<file path="src/dim_pkg.sv">
package dim_pkg;

    // Table geometry.
    localparam int FD_SLOTS   = 64;
    localparam int FD_BITS    = 6;
    localparam int INDEX_BITS = 16;

    typedef logic [FD_BITS-1:0]    fd_t;
    typedef logic [INDEX_BITS-1:0] idx_t;

    // Command codes carried in the input tuser.
    typedef enum logic [1:0] {
        CMD_MAP   = 2'd0,
        CMD_PURGE = 2'd1,
        CMD_CLEAR = 2'd2,
        CMD_NONE  = 2'd3
    } cmd_t;

    // Result status codes carried in the output tuser.
    typedef enum logic [1:0] {
        STAT_OK         = 2'd0,
        STAT_MAP_USED   = 2'd1,
        STAT_NOT_MAPPED = 2'd2
    } status_t;

    // Controller states.
    typedef enum logic [2:0] {
        S_IDLE,
        S_EXEC,
        S_LOOKUP,
        S_WALK,
        S_DRAIN,
        S_FINISH
    } state_t;

    // Commands from the controller to the datapath.
    typedef struct packed {
        logic load;
        logic do_map;
        logic map_reject;
        logic do_clear;
        logic purge_miss;
        logic rd_slot;
        logic take_gone;
        logic walk_en;
        logic out_load;
    } dp_cmd_t;

    // Status from the datapath to the controller.
    typedef struct packed {
        cmd_t cmd;
        logic hit;
        logic walk_last;
        logic out_free;
    } dp_stat_t;

endpackage

</file>
<file path="src/descriptor_index_map.sv">
// Descriptor index map: a table from descriptor slot to dense request index.
// Commands arrive as transfers on the s_axis channel: tuser holds the command
// (map, purge, clear, or a no-op code), tdata the slot and the index. Each
// command yields exactly one result transfer on the m_axis channel: tdata is
// the index the purged slot held (zero otherwise), tuser the status.
// Map, clear and no-op commands, and a purge of an unused slot, pass from the
// execute state straight to the finish state, which loads the result register;
// the input is ready again in the cycle that the result valid rises.
// A purge of a mapped slot first reads the slot's index, then walks every
// slot once through the single read port of the index memory, one slot a
// cycle, decrementing every used index above the purged one, before its result
// is loaded.
// One command is worked on at a time; a new command is accepted the cycle after
// the previous result lands in the output register, even while it waits.
// A stalled receiver holds the result in the output register, and the next
// command then waits for that register to empty before its own result lands.
// Reset marks every slot unused at once; no clearing pass is needed, and the
// index held for an unused slot is never acted on.
module descriptor_index_map
    import dim_pkg::*;
(
    input  logic        clk,
    input  logic        rst_n,
    input  logic        s_axis_tvalid,
    output logic        s_axis_tready,
    input  logic [23:0] s_axis_tdata,   // fd[5:0], index[21:6], zero pad
    input  logic [1:0]  s_axis_tuser,   // cmd[1:0]
    output logic        m_axis_tvalid,
    input  logic        m_axis_tready,
    output logic [15:0] m_axis_tdata,   // old_index[15:0]
    output logic [1:0]  m_axis_tuser    // status[1:0]
);

    dp_cmd_t  cmd;
    dp_stat_t stat;

    dim_ctrl u_ctrl (
        .clk           (clk),
        .rst_n         (rst_n),
        .s_axis_tvalid (s_axis_tvalid),
        .s_axis_tready (s_axis_tready),
        .stat          (stat),
        .cmd           (cmd)
    );

    dim_dp u_dp (
        .clk           (clk),
        .rst_n         (rst_n),
        .s_axis_tuser  (s_axis_tuser),
        .s_axis_tdata  (s_axis_tdata),
        .m_axis_tvalid (m_axis_tvalid),
        .m_axis_tready (m_axis_tready),
        .m_axis_tdata  (m_axis_tdata),
        .m_axis_tuser  (m_axis_tuser),
        .cmd           (cmd),
        .stat          (stat)
    );

    // Only one command is in work at a time.
    assert property (@(posedge clk) disable iff (!rst_n)
        s_axis_tvalid && s_axis_tready |=> !s_axis_tready)
        else $error("command accepted while another is in work");

    // A result that is not ok never carries an index.
    assert property (@(posedge clk) disable iff (!rst_n)
        m_axis_tvalid && m_axis_tuser != STAT_OK |-> m_axis_tdata == '0)
        else $error("failed command returned a nonzero index");

    // Only defined status codes are produced.
    assert property (@(posedge clk) disable iff (!rst_n)
        m_axis_tvalid |-> (m_axis_tuser == STAT_OK || m_axis_tuser == STAT_MAP_USED
                           || m_axis_tuser == STAT_NOT_MAPPED))
        else $error("undefined status code");

    // The walk only runs after a purge hit a used slot.
    assert property (@(posedge clk) disable iff (!rst_n)
        cmd.take_gone |-> $past(cmd.rd_slot))
        else $error("purge walk started without a slot lookup");

endmodule

</file>
<file path="src/dim_ctrl.sv">
module dim_ctrl
    import dim_pkg::*;
(
    input  logic     clk,
    input  logic     rst_n,
    input  logic     s_axis_tvalid,
    output logic     s_axis_tready,
    input  dp_stat_t stat,
    output dp_cmd_t  cmd
);

    state_t state_reg;
    state_t state_next;

    // State register.
    always_ff @(posedge clk or negedge rst_n)
    begin
        if (!rst_n)
        begin
            state_reg <= S_IDLE;
        end
        else
        begin
            state_reg <= state_next;
        end
    end

    // Next state.
    always_comb
    begin
        state_next = state_reg;
        case (state_reg)
            S_IDLE:
            begin
                if (s_axis_tvalid)
                begin
                    state_next = S_EXEC;
                end
            end
            S_EXEC:
            begin
                if (stat.cmd == CMD_PURGE && stat.hit)
                begin
                    state_next = S_LOOKUP;
                end
                else
                begin
                    state_next = S_FINISH;
                end
            end
            S_LOOKUP:
            begin
                state_next = S_WALK;
            end
            S_WALK:
            begin
                if (stat.walk_last)
                begin
                    state_next = S_DRAIN;
                end
            end
            S_DRAIN:
            begin
                state_next = S_FINISH;
            end
            S_FINISH:
            begin
                if (stat.out_free)
                begin
                    state_next = S_IDLE;
                end
            end
            default:
            begin
                state_next = S_IDLE;
            end
        endcase
    end

    // Outputs.
    always_comb
    begin
        cmd           = '0;
        s_axis_tready = 1'b0;
        case (state_reg)
            S_IDLE:
            begin
                s_axis_tready = 1'b1;
                cmd.load      = s_axis_tvalid;
            end
            S_EXEC:
            begin
                case (stat.cmd)
                    CMD_MAP:
                    begin
                        cmd.do_map     = !stat.hit;
                        cmd.map_reject = stat.hit;
                    end
                    CMD_PURGE:
                    begin
                        cmd.rd_slot    = stat.hit;
                        cmd.purge_miss = !stat.hit;
                    end
                    CMD_CLEAR:
                    begin
                        cmd.do_clear = 1'b1;
                    end
                    default:
                    begin
                    end
                endcase
            end
            S_LOOKUP:
            begin
                cmd.take_gone = 1'b1;
            end
            S_WALK:
            begin
                cmd.walk_en = 1'b1;
            end
            S_FINISH:
            begin
                cmd.out_load = stat.out_free;
            end
            default:
            begin
            end
        endcase
    end

endmodule

</file>
<file path="src/dim_dp.sv">
module dim_dp
    import dim_pkg::*;
(
    input  logic        clk,
    input  logic        rst_n,
    input  logic [1:0]  s_axis_tuser,
    input  logic [23:0] s_axis_tdata,
    output logic        m_axis_tvalid,
    input  logic        m_axis_tready,
    output logic [15:0] m_axis_tdata,
    output logic [1:0]  m_axis_tuser,
    input  dp_cmd_t     cmd,
    output dp_stat_t    stat
);

    // Latched command.
    cmd_t    cmd_reg;
    fd_t     fd_reg;
    idx_t    index_reg;
    idx_t    old_reg;
    status_t status_reg;
    idx_t    gone_reg;

    // Table: used bits in flops, indices in a memory.
    logic [FD_SLOTS-1:0] used_reg;
    idx_t                mem [FD_SLOTS];
    idx_t                rd_data_reg;

    // Purge walk.
    fd_t  walk_reg;
    logic walk_vld_reg;
    fd_t  walk_addr_reg;

    // Output register.
    logic    m_valid_reg;
    idx_t    m_data_reg;
    status_t m_user_reg;

    fd_t  rd_addr;
    logic walk_hit;
    logic wr_en;
    fd_t  wr_addr;
    idx_t wr_data;

    // The walk decrements a used entry whose index lies above the purged one.
    assign walk_hit = walk_vld_reg && used_reg[walk_addr_reg] && (rd_data_reg > gone_reg);

    // Memory port selection.
    assign rd_addr = cmd.rd_slot ? fd_reg : walk_reg;
    assign wr_en   = cmd.do_map || walk_hit;
    assign wr_addr = cmd.do_map ? fd_reg : walk_addr_reg;
    assign wr_data = cmd.do_map ? index_reg : idx_t'(rd_data_reg - 1'b1);

    // Index memory with registered read.
    always_ff @(posedge clk)
    begin
        if (wr_en)
        begin
            mem[wr_addr] <= wr_data;
        end
        rd_data_reg <= mem[rd_addr];
    end

    // Command fields and result values.
    always_ff @(posedge clk)
    begin
        if (cmd.load)
        begin
            cmd_reg    <= cmd_t'(s_axis_tuser);
            fd_reg     <= s_axis_tdata[FD_BITS-1:0];
            index_reg  <= s_axis_tdata[FD_BITS +: INDEX_BITS];
            old_reg    <= '0;
            status_reg <= STAT_OK;
        end
        if (cmd.map_reject)
        begin
            status_reg <= STAT_MAP_USED;
        end
        if (cmd.purge_miss)
        begin
            status_reg <= STAT_NOT_MAPPED;
        end
        if (cmd.take_gone)
        begin
            gone_reg <= rd_data_reg;
            old_reg  <= rd_data_reg;
        end
        if (cmd.out_load)
        begin
            m_data_reg <= old_reg;
            m_user_reg <= status_reg;
        end
    end

    // Used bits.
    always_ff @(posedge clk or negedge rst_n)
    begin
        if (!rst_n)
        begin
            used_reg <= '0;
        end
        else if (cmd.do_clear)
        begin
            used_reg <= '0;
        end
        else if (cmd.do_map)
        begin
            used_reg[fd_reg] <= 1'b1;
        end
        else if (cmd.rd_slot)
        begin
            used_reg[fd_reg] <= 1'b0;
        end
    end

    // Walk counter and its delayed address.
    always_ff @(posedge clk or negedge rst_n)
    begin
        if (!rst_n)
        begin
            walk_reg      <= '0;
            walk_vld_reg  <= 1'b0;
            walk_addr_reg <= '0;
        end
        else
        begin
            walk_vld_reg  <= cmd.walk_en;
            walk_addr_reg <= walk_reg;
            if (cmd.take_gone)
            begin
                walk_reg <= '0;
            end
            else if (cmd.walk_en)
            begin
                walk_reg <= walk_reg + 1'b1;
            end
        end
    end

    // Output valid.
    always_ff @(posedge clk or negedge rst_n)
    begin
        if (!rst_n)
        begin
            m_valid_reg <= 1'b0;
        end
        else if (cmd.out_load)
        begin
            m_valid_reg <= 1'b1;
        end
        else if (m_axis_tready)
        begin
            m_valid_reg <= 1'b0;
        end
    end

    assign m_axis_tvalid = m_valid_reg;
    assign m_axis_tdata  = m_data_reg;
    assign m_axis_tuser  = m_user_reg;

    assign stat.cmd       = cmd_reg;
    assign stat.hit       = used_reg[fd_reg];
    assign stat.walk_last = (walk_reg == fd_t'(FD_SLOTS - 1));
    assign stat.out_free  = !m_valid_reg || m_axis_tready;

endmodule

</file>
<file path="config.mk">
export PLATFORM = sky130hd
export DESIGN_NAME = descriptor_index_map
export DESIGN_NICKNAME = d
export VERILOG_FILES = /design/src/dim_pkg.sv /design/src/descriptor_index_map.sv /design/src/dim_ctrl.sv /design/src/dim_dp.sv
export SDC_FILE = /design/constraint.sdc
export NUM_CORES = 2
export LEC_CHECK = 0
export BUFFER_PORTS_ARGS = -buffer_cell sky130_fd_sc_hd__buf_4
export CAP_MARGIN = 20
export CORE_MARGIN = 1
export CORE_UTILIZATION = 65
export DETAILED_ROUTE_END_ITERATION = 10
export GPL_TIMING_DRIVEN = 0
export PLACE_DENSITY = 0.89
export RECOVER_POWER = 100
export SETUP_SLACK_MARGIN = 0.4
export SKIP_CTS_REPAIR_TIMING = 1
export SYNTH_ARGS = -nofsm -noshare
export SYNTH_HDL_FRONTEND = slang
export SYNTH_SLANG_ARGS = --single-unit
</file>
<file path="constraint.sdc">
create_clock -name clk -period 9.8 [get_ports clk]
set_input_delay 1.47 -clock clk [delete_from_list [all_inputs] [get_ports clk]]
set_output_delay 1.47 -clock clk [all_outputs]
set_load 0.01 [all_outputs]
</file>
==> results.md <==
- Post-synthesis mux area share: 0.0980
- Fin crit share: 0.821
- Netlist Area Pre-Place: 48,400 um^2
- Netlist cell types: 74
- Number of remaining DRC errors: 0
- Hold WS: 0.380 ns
- Gpl congestion: 1.01
- Worst setup EP type: flip-flop
- First-pass GRT wire length: 207 mm
- Hold Violations, Final: 0
- XOR/XNOR Fraction of Synth Area: 0.00235
- Synth area leaders: edfxtp_1 (68%), mux2i_1 (5.9%), dfrtp_1 (4.2%)
- CP Class: flip-flop to flip-flop
- Yosys reg bits: 1,197
- Adder-Cell Fraction of Synth Area: 0.00465
- EDFF count, synth: 1,098
- Worst path arrival time: 8.12 ns
- Wirelength per Cell: 32.7 um
- Vias per cell: 7.28
- Violated checks: max-capacitance violations, max-slew violations
- Synth Warn #: 0
- Maximum Capacitance Violations: 25
- Pwr/cell area: 280 nW/um^2
- Worst-path clk slew: 0.06 ns
- H-tree depth: 3
- Worst vdd ir: 0.241 mV
- Asr flop ratio synth: 0.0677
- Vias in the first global route: 31,800
- Synth Area in Compound Gates: 0.0850
- Setup slack at placement: 3.60 ns
- Max-slew violation count: 544
- Clock buffer count from CTS: 110
- FMAX: 0.124 GHz
- Gr ovfl total: 0
- Final Setup Violations: 0
- Nets: 3,425
- Synth top area share: 0.681
- CTS sink count: 1,197
- Worst-Margin Slew: 2.92 ns
- GRT Overall Usage: 0.385
- Total vias in the final route: 32,300
- Starting density of the core: 0.660
- Syn_nets: 3,177
- R2R depth: 15
- Critical path origin: u_dp.fd_reg[1]
- Main combinational cell family by area after synthesis: multiplexers
- Worst setup SP type: flip-flop
- Unrepaired setup endpoints after global routing: no
- Post-Syn Area per Cell: 15.5 um^2
- Outcome: finished, violations left
- Worst r2r src: u_dp.fd_reg[1]
- CTS root buf: clkbuf_16
- Drt pass-1 iters: 10
- Die area: 75,600 um^2
- Finished Cell Area: 54,200 um^2
- Longest Clk Path Bufs: 3
- Top-Level Pins: 50
- Largest net degree at the start of global routing: 82
- R2r endpoint: u_dp.mem[34][2]
- ANT nets after route: 0
- Simple-gate share of the synthesized area: 0.0586
- Max reg flops: 1,024
- Hold WC Path Type: flip-flop to flip-flop
- Area delta synth->final: 12.0%
- Cell type with the largest total area after synthesis: edfxtp_1
- Mapped Cells: 3,129
- Final WS setup: 1.75 ns
- Total power: 15.2 mW
- Worst skew pair latency: 0.70 ns
- Hold path start: u_dp.walk_reg[3]
- Initial drt markers: 6,041
- Leak: 19.0 nW
- Worst Hold Path EP: u_dp.walk_addr_reg[3]
- Dpl cell area: 51,600 um^2
- Primary FF master, synth: edfxtp_1
- Fin Setup TNS: 0 ns
- I/O Buffers: 47
- Flop2flop setup slack: 1.75 ns
- Clock Skew: 0.0391 ns
- WHS Path Cells: 0
- Minimum clock period: 8.05 ns
- DP HPWL: 93.6 mm
- Req. time, crit path: 9.87 ns
- CP Max Fanout: 31
- Die Y: 275 um
- Die W: 275 um
- Row count: 99
- Sequential fraction of the synthesis area: 0.730
- Core area: 73,300 um^2
- Rel. slew slack: -0.958
- Final WL: 145 mm
- Ratio of cells with drive above 1 in the final layout: 0.128
- Initial antenna violation count: 8
- CTS tree: yes
- Fillers: 4,074
-- synth_stat cells (18+ instances only) --
master and number:
mux2_2 115, dfrtp_1 81, a22oi_1 106, nor2_1 189, ha_1 18, mux4_2 26
inv_1 25, nand4_1 19, o21ai_1 19, o21ai_0 113, buf_2 51, o22ai_1 232
nand3_1 55, buf_1 23, mux2i_1 286, nand2_1 236, a21oi_1 32, edfxtp_1 1098
and2_1 23, a31oi_1 48, clkbuf_1 96, buf_4 20, a221oi_1 23, dfxtp_1 18
-- cells in the final DEF, fill, tap and decap left out, types with 18 or more instances in the layout --
master | synthesis | layout
dfrtp_1 | 81 | 81
inv_1 | 25 | 25
clkbuf_4 | 0 | 25
nor2_1 | 189 | 187
mux2i_1 | 286 | 286
ha_1 | 18 | 18
clkinv_1 | 0 | 24
clkinv_2 | 0 | 21
nand2_1 | 236 | 236
a31oi_1 | 48 | 49
buf_12 | 0 | 20
edfxtp_1 | 1098 | 1098
o21ai_0 | 113 | 115
nand4_1 | 19 | 19
clkbuf_16 | 0 | 112
a221oi_1 | 23 | 23
a22oi_1 | 106 | 106
mux4_2 | 26 | 26
buf_4 | 20 | 20
nand3_1 | 55 | 55
buf_2 | 51 | 49
clkbuf_1 | 96 | 205
buf_1 | 23 | 23
a21oi_1 | 32 | 31
o22ai_1 | 232 | 232
mux2_2 | 115 | 115
dfxtp_1 | 18 | 18
-- critical path, stage by stage (launching register included) --
cell	delay (ns)
edfxtp_1	0.33
clkbuf_1	0.50
clkbuf_1	0.46
clkbuf_1	0.48
nor4bb_1	0.12
a31oi_1	0.18
a31oi_1	0.12
a211oi_1	0.76
and3_1	0.27
clkbuf_1	0.48
nand2_1	0.23
nor2_1	0.70
clkbuf_1	0.54
clkbuf_1	0.55
nand2_1	0.19
o21ai_1	1.48
-- metal layers --
| layer | share of wire | wire (um) | GRT usage |
|---|---|---|---|
| met2 | 0.46 | 66700 | 0.602 |
| met1 | 0.31 | 45500 | 0.476 |
| met3 | 0.15 | 21300 | 0.106 |
| met5 | 0.00039 | 57 | 0 |
| met4 | 0.078 | 11400 | 0.250 |
-- logic make-up after synthesis --
family	count (synthesis)
AOI/OAI and AO/OA	630
and+or+nand+nor	622
muxes	427
DFF	1197
adders and majority gates	18
buffers and inverters	222
xor gates and xnor gates	13
-- worst max path at each step --
stage,end,slack [ns],cells after the start
floorplan,u_dp.mem[0][13],4.07,12
global placement,u_dp.mem[63][9],-1.16,12
detailed placement,u_dp.mem[20][8],3.60,13
CTS,u_dp.mem[20][4],3.57,16
global route,u_dp.mem[38][2],1.60,15
finish,u_dp.mem[34][2],1.75,15
-- through the flow --
| stage | instances | utilization |
|---|---|---|
| 6_report | 4431 | 0.739 |
| 3_3_place_gp | 4135 | 0.681 |
| 4_1_cts | 4423 | 0.750 |
| 3_5_place_dp | 4219 | 0.704 |
| 5_1_grt | 4428 | 0.739 |
| 2_1_floorplan | 3129 | - |
-- report_power, final --
group	total [mW]	switching [mW]	internal (mW)
Combinational	4.27	3.05	1.23
Clock	4.15	1.86	2.29
Sequential	6.77	0.144	6.62
Total	15.2	5.05	10.1
-- cell type report --
type,count,area [um^2],area share
Buffer,197,911,0.0168
Clock inverter,60,493,0.00909
Clock buffer,144,2930,0.0541
Multi-Input combinational cell,1710,12000,0.222
Sequential cell,1197,35400,0.652
Tap cell,959,1200,0.0221
Timing Repair Buffer,136,1190,0.0220
Inverter,25,93.8,0.00173
Antenna cell,3,7.51,0.000138
Note: power is estimated with default switching activity, not from simulation.
